===== src/sv/assert_macros.svh =====
// ----------------------------------------------------------------------------
// assert_macros.svh
// Assertion shorthands shared by the RTL; clock and reset names are fixed.
// ----------------------------------------------------------------------------
`ifndef ASSERT_MACROS_SVH
`define ASSERT_MACROS_SVH

// Check a property on every rising clk edge outside of reset
`define ASSERT_CLK(lbl, prop, msg) \
  lbl: assert property (@(posedge clk) disable iff (!rst_n) prop) else $error(msg);

// Check an implication on every rising clk edge outside of reset
`define ASSERT_IMP(lbl, ante, cons, msg) \
  lbl: assert property (@(posedge clk) disable iff (!rst_n) (ante) |-> (cons)) \
    else $error(msg);

`endif


===== src/sv/rcsf_pkg.sv =====
// ----------------------------------------------------------------------------
// rcsf_pkg
// Types and constants for the radio stick filter and stick command detector.
// ----------------------------------------------------------------------------
`default_nettype none

package rcsf_pkg;

  // Channel count and field widths
  localparam int NCHAN     = 4;
  localparam int PULSE_W   = 17;
  localparam int VALUE_W   = 16;
  localparam int CODE_W    = 2;
  localparam int PAT_W     = NCHAN * CODE_W;
  localparam int HOLD_W    = 4;
  localparam int ACC_W     = 24;
  // Internal signed width for raw, average and nudged values
  localparam int CALC_W    = 18;

  // Stream packing widths, rounded up to whole bytes
  localparam int IN_DATA_W  = ((NCHAN * PULSE_W + 7) / 8) * 8;
  localparam int OUT_BITS   = NCHAN * VALUE_W + PAT_W + 2 + 1 + 1;
  localparam int OUT_DATA_W = ((OUT_BITS + 7) / 8) * 8;

  // Divide by five: floor(x * 52429 / 2^18) is exact for any 17-bit x
  localparam int DIV5_MUL_W = 16;
  localparam int DIV5_SH    = 18;
  localparam int PROD_W     = PULSE_W + DIV5_MUL_W;
  localparam int QUO_W      = PROD_W - DIV5_SH;
  localparam logic [DIV5_MUL_W-1:0] DIV5_MUL = 16'd52429;

  // Raw offset and hysteresis nudge
  localparam logic signed [CALC_W-1:0] RAW_OFFSET = 18'sd1200;
  localparam logic signed [CALC_W-1:0] NUDGE_BAND = 18'sd3;
  localparam logic signed [CALC_W-1:0] NUDGE_STEP = 18'sd2;

  // Stick codes within the pattern
  localparam logic [CODE_W-1:0] CODE_LOW  = 2'b01;
  localparam logic [CODE_W-1:0] CODE_HIGH = 2'b10;

  // Patterns that select a command
  localparam logic [PAT_W-1:0] PAT_ARM    = 8'h64;
  localparam logic [PAT_W-1:0] PAT_DISARM = 8'h54;
  localparam logic [PAT_W-1:0] PAT_CALIB  = 8'h50;

  // Configuration register indexes
  typedef enum logic [1:0] {
    REG_HIGH_THR   = 2'd0,
    REG_LOW_THR    = 2'd1,
    REG_HOLD_COUNT = 2'd2
  } reg_idx_t;

  // Stick command codes
  typedef enum logic [1:0] {
    CMD_NONE   = 2'd0,
    CMD_ARM    = 2'd1,
    CMD_DISARM = 2'd2,
    CMD_CALIB  = 2'd3
  } cmd_t;

endpackage

`default_nettype wire


===== src/sv/rc_stick_filter_gesture.sv =====
// ----------------------------------------------------------------------------
// rc_stick_filter_gesture
// Low-pass filters four stick channels per frame, classes them high/low and
// fires arm, disarm or calibrate after a stick pattern is held.
// ----------------------------------------------------------------------------
//  Channel  Direction  Width  Contents
//  in_      slave      72     roll, pitch, yaw, throttle pulse (17 bits each)
//  out_     master     80     four values, pattern, command, locked, cal req
//  cfg_     write      16     high threshold, low threshold, hold count
//
//  One frame per cycle while out_ is not stalled: a frame is held in the input
//  register, then a single compute stage (divide-by-five multiply, filter
//  update, classing and command decode) loads the output register.
//  out_tvalid rises once the frame has passed the input register and the
//  output register has loaded its result.
//  rst_n is synchronous; filter, pattern, counter and lock state reset with it.
//  Stalls on out_ hold the output register; in_ keeps accepting while the
//  input register is empty or drains in the same cycle.
// ----------------------------------------------------------------------------
`default_nettype none

`include "assert_macros.svh"

module rc_stick_filter_gesture #(
  parameter int FILTER_SHIFT  = 4,
  parameter int CENTER_REST   = 500,
  parameter int THROTTLE_REST = 0
) (
  input  wire logic                            clk,
  input  wire logic                            rst_n,
  // input stream
  input  wire logic                            in_tvalid,
  output logic                                 in_tready,
  // [16:0] roll_pulse, [33:17] pitch_pulse, [50:34] yaw_pulse,
  // [67:51] throttle_pulse, [71:68] zero
  input  wire logic [rcsf_pkg::IN_DATA_W-1:0]  in_tdata,
  // result stream
  output logic                                 out_tvalid,
  input  wire logic                            out_tready,
  // [15:0] roll_value, [31:16] pitch_value, [47:32] yaw_value,
  // [63:48] throttle_value, [71:64] stick_pattern, [73:72] command,
  // [74] locked, [75] calibrate_request, [79:76] zero
  output logic [rcsf_pkg::OUT_DATA_W-1:0]      out_tdata,
  // configuration
  input  wire logic                            cfg_we,
  input  wire logic [1:0]                      cfg_index,
  input  wire logic [rcsf_pkg::VALUE_W-1:0]    cfg_wdata
);

  import rcsf_pkg::*;

  // Filter rest values in accumulator scale
  localparam int ACC_CENTER_I   = CENTER_REST * (2 ** FILTER_SHIFT);
  localparam int ACC_THROTTLE_I = THROTTLE_REST * (2 ** FILTER_SHIFT);
  localparam logic signed [ACC_W-1:0] ACC_CENTER   = ACC_W'(ACC_CENTER_I);
  localparam logic signed [ACC_W-1:0] ACC_THROTTLE = ACC_W'(ACC_THROTTLE_I);

  // Configuration registers
  logic signed [VALUE_W-1:0] high_thr_r;
  logic signed [VALUE_W-1:0] low_thr_r;
  logic [HOLD_W-1:0]         hold_count_r;

  // Input register
  logic                      in_vld_r;
  logic [PULSE_W-1:0]        pulse_r [NCHAN];

  // Detector state
  logic signed [ACC_W-1:0]   acc_r   [NCHAN];
  logic signed [ACC_W-1:0]   acc_nxt [NCHAN];
  logic [PAT_W-1:0]          last_pat_r;
  logic [PAT_W-1:0]          last_pat_nxt;
  logic [HOLD_W-1:0]         rep_cnt_r;
  logic [HOLD_W-1:0]         rep_cnt_nxt;
  logic                      lock_r;
  logic                      lock_nxt;

  // Output register
  logic                      out_vld_r;
  logic signed [VALUE_W-1:0] val_r [NCHAN];
  logic [PAT_W-1:0]          pat_r;
  cmd_t                      cmd_r;
  logic                      locked_r;
  logic                      cal_req_r;

  // Compute stage results
  logic signed [CALC_W-1:0]  val_c [NCHAN];
  logic [PAT_W-1:0]          pat_c;
  cmd_t                      cmd_c;
  logic                      cal_req_c;

  logic                      advance;
  logic                      in_xfer;
  logic                      step;

  // Handshake: compute stage moves when the output register can take a result
  assign advance   = !out_vld_r || out_tready;
  assign in_tready = !in_vld_r || advance;
  assign in_xfer   = in_tvalid && in_tready;
  assign step      = in_vld_r && advance;

  // Configuration writes; unknown indexes are ignored
  always_ff @(posedge clk) begin
    if (!rst_n) begin
      high_thr_r   <= 16'sd950;
      low_thr_r    <= 16'sd50;
      hold_count_r <= 4'd5;
    end else if (cfg_we) begin
      case (cfg_index)
        REG_HIGH_THR:   high_thr_r   <= cfg_wdata;
        REG_LOW_THR:    low_thr_r    <= cfg_wdata;
        REG_HOLD_COUNT: hold_count_r <= cfg_wdata[HOLD_W-1:0];
        default: ;
      endcase
    end
  end

  // Input register: capture pulses on transfer
  always_ff @(posedge clk) begin
    if (!rst_n) begin
      in_vld_r <= 1'b0;
    end else if (in_xfer) begin
      in_vld_r <= 1'b1;
    end else if (advance) begin
      in_vld_r <= 1'b0;
    end
  end

  always_ff @(posedge clk) begin
    if (in_xfer) begin
      for (int c = 0; c < NCHAN; c++) begin
        pulse_r[c] <= in_tdata[c*PULSE_W +: PULSE_W];
      end
    end
  end

  // Per-channel filter: raw = pulse/5 - 1200, leaky average, hysteresis nudge
  always_comb begin
    logic [PROD_W-1:0]        prod;
    logic signed [CALC_W-1:0] raw;
    logic signed [CALC_W-1:0] avg;
    for (int c = 0; c < NCHAN; c++) begin
      prod = PROD_W'(pulse_r[c]) * PROD_W'(DIV5_MUL);
      raw  = $signed(CALC_W'(prod[PROD_W-1:DIV5_SH])) - RAW_OFFSET;
      avg  = CALC_W'(acc_r[c] >>> FILTER_SHIFT);
      acc_nxt[c] = acc_r[c] + ACC_W'(raw) - ACC_W'(avg);
      if (raw < avg - NUDGE_BAND) begin
        val_c[c] = avg - NUDGE_STEP;
      end else if (raw > avg + NUDGE_BAND) begin
        val_c[c] = avg + NUDGE_STEP;
      end else begin
        val_c[c] = avg;
      end
    end
  end

  // Class each value against the thresholds, roll in the low bits
  always_comb begin
    for (int c = 0; c < NCHAN; c++) begin
      pat_c[c*CODE_W +: CODE_W] =
        ((val_c[c] > CALC_W'(high_thr_r)) ? CODE_HIGH : '0) |
        ((val_c[c] < CALC_W'(low_thr_r))  ? CODE_LOW  : '0);
    end
  end

  // Pattern hold counter and command decode
  always_comb begin
    rep_cnt_nxt  = rep_cnt_r;
    lock_nxt     = lock_r;
    cmd_c        = CMD_NONE;
    cal_req_c    = 1'b0;
    last_pat_nxt = pat_c;
    if (pat_c != last_pat_r) begin
      rep_cnt_nxt = '0;
    end else if (rep_cnt_r < hold_count_r) begin
      rep_cnt_nxt = rep_cnt_r + 1'b1;
    end else begin
      rep_cnt_nxt = '0;
      case (last_pat_r)
        PAT_ARM: begin
          lock_nxt = 1'b0;
          cmd_c    = CMD_ARM;
        end
        PAT_DISARM: begin
          lock_nxt = 1'b1;
          cmd_c    = CMD_DISARM;
        end
        PAT_CALIB: begin
          cmd_c     = CMD_CALIB;
          cal_req_c = lock_r;
        end
        default: ;
      endcase
    end
  end

  // Detector state update
  always_ff @(posedge clk) begin
    if (!rst_n) begin
      for (int c = 0; c < NCHAN - 1; c++) begin
        acc_r[c] <= ACC_CENTER;
      end
      acc_r[NCHAN-1] <= ACC_THROTTLE;
      last_pat_r <= '0;
      rep_cnt_r  <= '0;
      lock_r     <= 1'b1;
    end else if (step) begin
      for (int c = 0; c < NCHAN; c++) begin
        acc_r[c] <= acc_nxt[c];
      end
      last_pat_r <= last_pat_nxt;
      rep_cnt_r  <= rep_cnt_nxt;
      lock_r     <= lock_nxt;
    end
  end

  // Output register: valid flag
  always_ff @(posedge clk) begin
    if (!rst_n) begin
      out_vld_r <= 1'b0;
    end else if (advance) begin
      out_vld_r <= in_vld_r;
    end
  end

  // Output register: payload
  always_ff @(posedge clk) begin
    if (step) begin
      for (int c = 0; c < NCHAN; c++) begin
        val_r[c] <= VALUE_W'(val_c[c]);
      end
      pat_r     <= pat_c;
      cmd_r     <= cmd_c;
      locked_r  <= lock_nxt;
      cal_req_r <= cal_req_c;
    end
  end

  // Pack the result stream
  always_comb begin
    out_tdata = '0;
    for (int c = 0; c < NCHAN; c++) begin
      out_tdata[c*VALUE_W +: VALUE_W] = val_r[c];
    end
    out_tdata[NCHAN*VALUE_W +: PAT_W]   = pat_r;
    out_tdata[NCHAN*VALUE_W + PAT_W +: 2] = cmd_r;
    out_tdata[NCHAN*VALUE_W + PAT_W + 2]  = locked_r;
    out_tdata[NCHAN*VALUE_W + PAT_W + 3]  = cal_req_r;
  end

  assign out_tvalid = out_vld_r;

  // A calibrate request only leaves with a calibrate command while locked
  `ASSERT_IMP(a_cal_req_cmd, out_vld_r && cal_req_r, (cmd_r == CMD_CALIB) && locked_r, "calibrate request without locked calibrate command")

  // An arm command unlocks in the cycle after it fires
  `ASSERT_CLK(a_arm_unlocks, (step && cmd_c == CMD_ARM) |=> !lock_r, "arm did not clear lock")

  // A full input register behind a stalled output must block new frames
  `ASSERT_IMP(a_stall_blocks, in_vld_r && out_vld_r && !out_tready, !in_tready, "input accepted while stage is full and output stalled")

endmodule

`default_nettype wire


===== config.mk =====
export PLATFORM = sky130hd
export DESIGN_NAME = rc_stick_filter_gesture
export DESIGN_NICKNAME = d
export VERILOG_FILES = /design/src/sv/rcsf_pkg.sv /design/src/sv/rc_stick_filter_gesture.sv
export VERILOG_INCLUDE_DIRS = /design/src /design/src/sv
export SDC_FILE = /design/constraint.sdc
export NUM_CORES = 2
export LEC_CHECK = 0
export BUFFER_PORTS_ARGS = -buffer_cell sky130_fd_sc_hd__buf_4
export CELL_PAD_IN_SITES_DETAIL_PLACEMENT = 1
export CELL_PAD_IN_SITES_GLOBAL_PLACEMENT = 1
export CORE_ASPECT_RATIO = 1.1
export CORE_UTILIZATION = 27
export CTS_CLUSTER_SIZE = 20
export DETAILED_ROUTE_END_ITERATION = 7
export GPL_ROUTABILITY_DRIVEN = 0
export PLACE_DENSITY_LB_ADDON = 0.1
export SLEW_MARGIN = 20
export SYNTH_ARGS = -nofsm -noshare
export SYNTH_HDL_FRONTEND = slang
export SYNTH_SLANG_ARGS = --single-unit

===== constraint.sdc =====
create_clock -name clk -period 30.3 [get_ports clk]
set_clock_uncertainty 0.2 [all_clocks]
set_input_delay 9.09 -clock clk [delete_from_list [all_inputs] [get_ports clk]]
set_output_delay 9.09 -clock clk [all_outputs]
set_load 0.02 [all_outputs]

==> impl_metrics.json <==
{
  "grt_pass1_wl_um": 238200,
  "maxCapViolations": 0,
  "finalWirelength_um": 153300,
  "cts.htree.levels": 2,
  "antenna_left": 0,
  "drc_errors": 0,
  "cpPeakStageDelay_ns": 0.21,
  "min_path_type": "flop to flop",
  "worstPathArrival_ns": 9.68,
  "rsz0062_at_grt": "no",
  "syn_area_per_cell_um2": 9.309,
  "dr.pass1.iters": 7,
  "grt_remaining_overflow": 0,
  "slew_headroom": 0.2383,
  "cts_setup_buffers": 0,
  "grt_pass1_vias": 39120,
  "fp.dieW_um": 400.0,
  "period_share": 0.6259,
  "synth.area.top_cells": "ha_1 (24%), fa_1 (18%), edfxtp_1 (15%)",
  "cts_resized": 0,
  "antenna_found_initial": 15,
  "synth.distinct_cells": 108,
  "crit_top_cell": "buf_4",
  "clock_latency_ns": 0.66,
  "cts_tree": "built",
  "cp-start-kind": "input port",
  "slew_violations": 0,
  "seq_area_frac_synth": 0.1698,
  "setup_tns_ns": 0,
  "initial_utilization": 0.2720,
  "top_level_ports": 177,
  "ys_async_sr_fraction": 0,
  "row_count": 160,
  "drive_gt1_frac": 0.06163,
  "port_buffers": 168,
  "synth_warnings": 0,
  "synth-main-ff-cell": "edfxtp_1",
  "fin_crit_ns": 18.97,
  "die_y_um": 439.8,
  "multi_input_area_um2": 35190,
  "setup_ws_ns": 11.33,
  "core_um2": 173000,
  "synth-edff-count": 232,
  "vias_per_cell": 4.834,
  "cts_buffers": 44,
  "setup_viol": 0,
  "slowest_stage": "nor2b_1",
  "final_area_um2": 52290,
  "timing.fmax_mhz": 52.73,
  "fill_cells": 20000,
  "dieArea_um2": 175900,
  "clk_pin_slew_ns": 0.06,
  "synth_cells": 5054,
  "tightest_slew_ns": 1.134,
  "clockBufferDepth": 3,
  "syn2layout_area_growth_pct": 11.13,
  "hpwl_um": 129100,
  "seq_area_um2": 7988,
  "crit_type": "input port to primary output",
  "vias": 36230,
  "drt_iter0_drc": 1319,
  "cts_root_buffer": "clkbuf_16",
  "outcome": "completed",
  "hold_violations": 0,
  "yosys.area.top_type": "ha_1",
  "cp-end-kind": "primary output",
  "synth-seq-cells": 283,
  "cts.sinks": 283,
  "grt_max_degree": 64,
  "wl_per_cell_um": 20.45,
  "cts_hold_buf": 0,
  "required_ns": 21.01,
  "yosys.area.top_type_share": 0.2383,
  "critPathMaxFanout": 4,
  "place_ws_ns": 11.33,
  "grt_usage": 0.1769,
  "hold_ws_ns": 0.2549,
  "num-nets-final": 6615,
  "critical_path.cell_chain": "buf_4, nor2b_1, nand2_1, buf_4",
  "synth_area_um2": 47050,
  "place_area_um2": 50850
}
cell usage in the layout, fill, tap and decap left out, types with 11 or more instances in the layout:
master / instances
a21boi_0: 25
and2_1: 35
nor2_1: 264
xor2_1: 94
dfxtp_1: 51
o31ai_1: 15
nand2b_1: 40
nor4_1: 27
ha_1: 896
a21o_1: 136
nor3_1: 106
a211o_1: 16
and4_1: 16
mux2i_1: 19
and3_1: 37
o21bai_1: 12
a31oi_1: 26
a21oi_1: 226
a2111oi_0: 12
nor2b_1: 43
nand2_1: 314
nand4_1: 62
o21ai_0: 157
clkbuf_16: 47
fa_1: 432
a22oi_1: 11
xnor2_1: 276
edfxtp_1: 232
nand3_1: 86
buf_4: 192
or3_1: 28
inv_1: 894
clkinv_1: 13
o22ai_1: 12
or2_2: 12
a211oi_1: 37
o211ai_1: 39
o21a_1: 39
metrics by stage:
stage / util / instances
floorplan: - / 5057
global placement: 0.2940 / 7414
detailed placement: 0.2940 / 7414
CTS: 0.3023 / 7493
global route: 0.3023 / 7494
finish: 0.3023 / 7495
Yosys cell counts, types with 40 or more instances:
master,number
ha_1,896
inv_1,896
fa_1,432
nand2_1,315
xnor2_1,276
nor2_1,265
edfxtp_1,232
a21oi_1,226
o21ai_0,157
a21o_1,136
nor3_1,106
xor2_1,94
nand3_1,86
clkbuf_1,70
nand4_1,62
dfxtp_1,51
nor2b_1,43
nand2b_1,40
logic make-up after synthesis:
logic type / after synthesis / synth area share
fa+ha+maj: 1334 / 0.4234
simple gates: 1135 / 0.1187
buf+inv: 1006 / 0.08300
compound gates: 899 / 0.1298
xor+xnor: 374 / 0.07053
flops: 283 / 0.1698
mux: 22 / 0.004760
other cells: 1 / 0.00007970
metal layers:
layer | vias to the layer above | wire length (um) | track usage
li1 | 17590 | - | -
met1 | 18100 | 73980 | 0.2447
met2 | 413 | 71530 | 0.2946
met3 | 127 | 4651 | 0.02019
met4 | 0 | 3138 | 0.03673
met5 | - | 0 | 0
final cells by class:
class,count,share of cell area
Timing Repair Buffer,192,0.02757
Clock buffer,56,0.02333
Inverter,903,0.06492
Antenna cell,2,0.00009572
Sequential cell,283,0.1528
Tap cell,2268,0.05427
Multi-Input combinational cell,3768,0.6730
Clock inverter,23,0.004068
flip-flops by register name, indices dropped and copies added (netlist names):
register and cells:
acc_r 88, pulse_r 68, val_r 64, high_thr_r 16
low_thr_r 16, last_pat_r 8, pat_r 8, hold_count_r 4
rep_cnt_r 4, cmd_r 2, cal_req_r 1, in_vld_r 1
lock_r 1, locked_r 1, out_tvalid 1
path summary, 6_finish.rpt:
path | startpoint | end | slack, ns | cells after the start
max | out_tready | in_tready | 11.33 | 4
min | low_thr_r[13]$_SDFFE_PN0P_ | low_thr_r[13]$_SDFFE_PN0P_ | 0.25 | 2
max reg2reg | pulse_r[1][7]$_DFFE_PP_ | rep_cnt_r[3]$_SDFFE_PN0P_ | 15.56 | 48
min reg2reg | low_thr_r[13]$_SDFFE_PN0P_ | low_thr_r[13]$_SDFFE_PN0P_ | 0.25 | 2
critical path: cells and delay by family:
family	cells	cell delay, ns
and+or+nand+nor	2	0.32
buffers and inverters	2	0.27
Power is not shown: default switching activity piles up to over one toggle a cycle in this logic, so the estimate is an artifact.
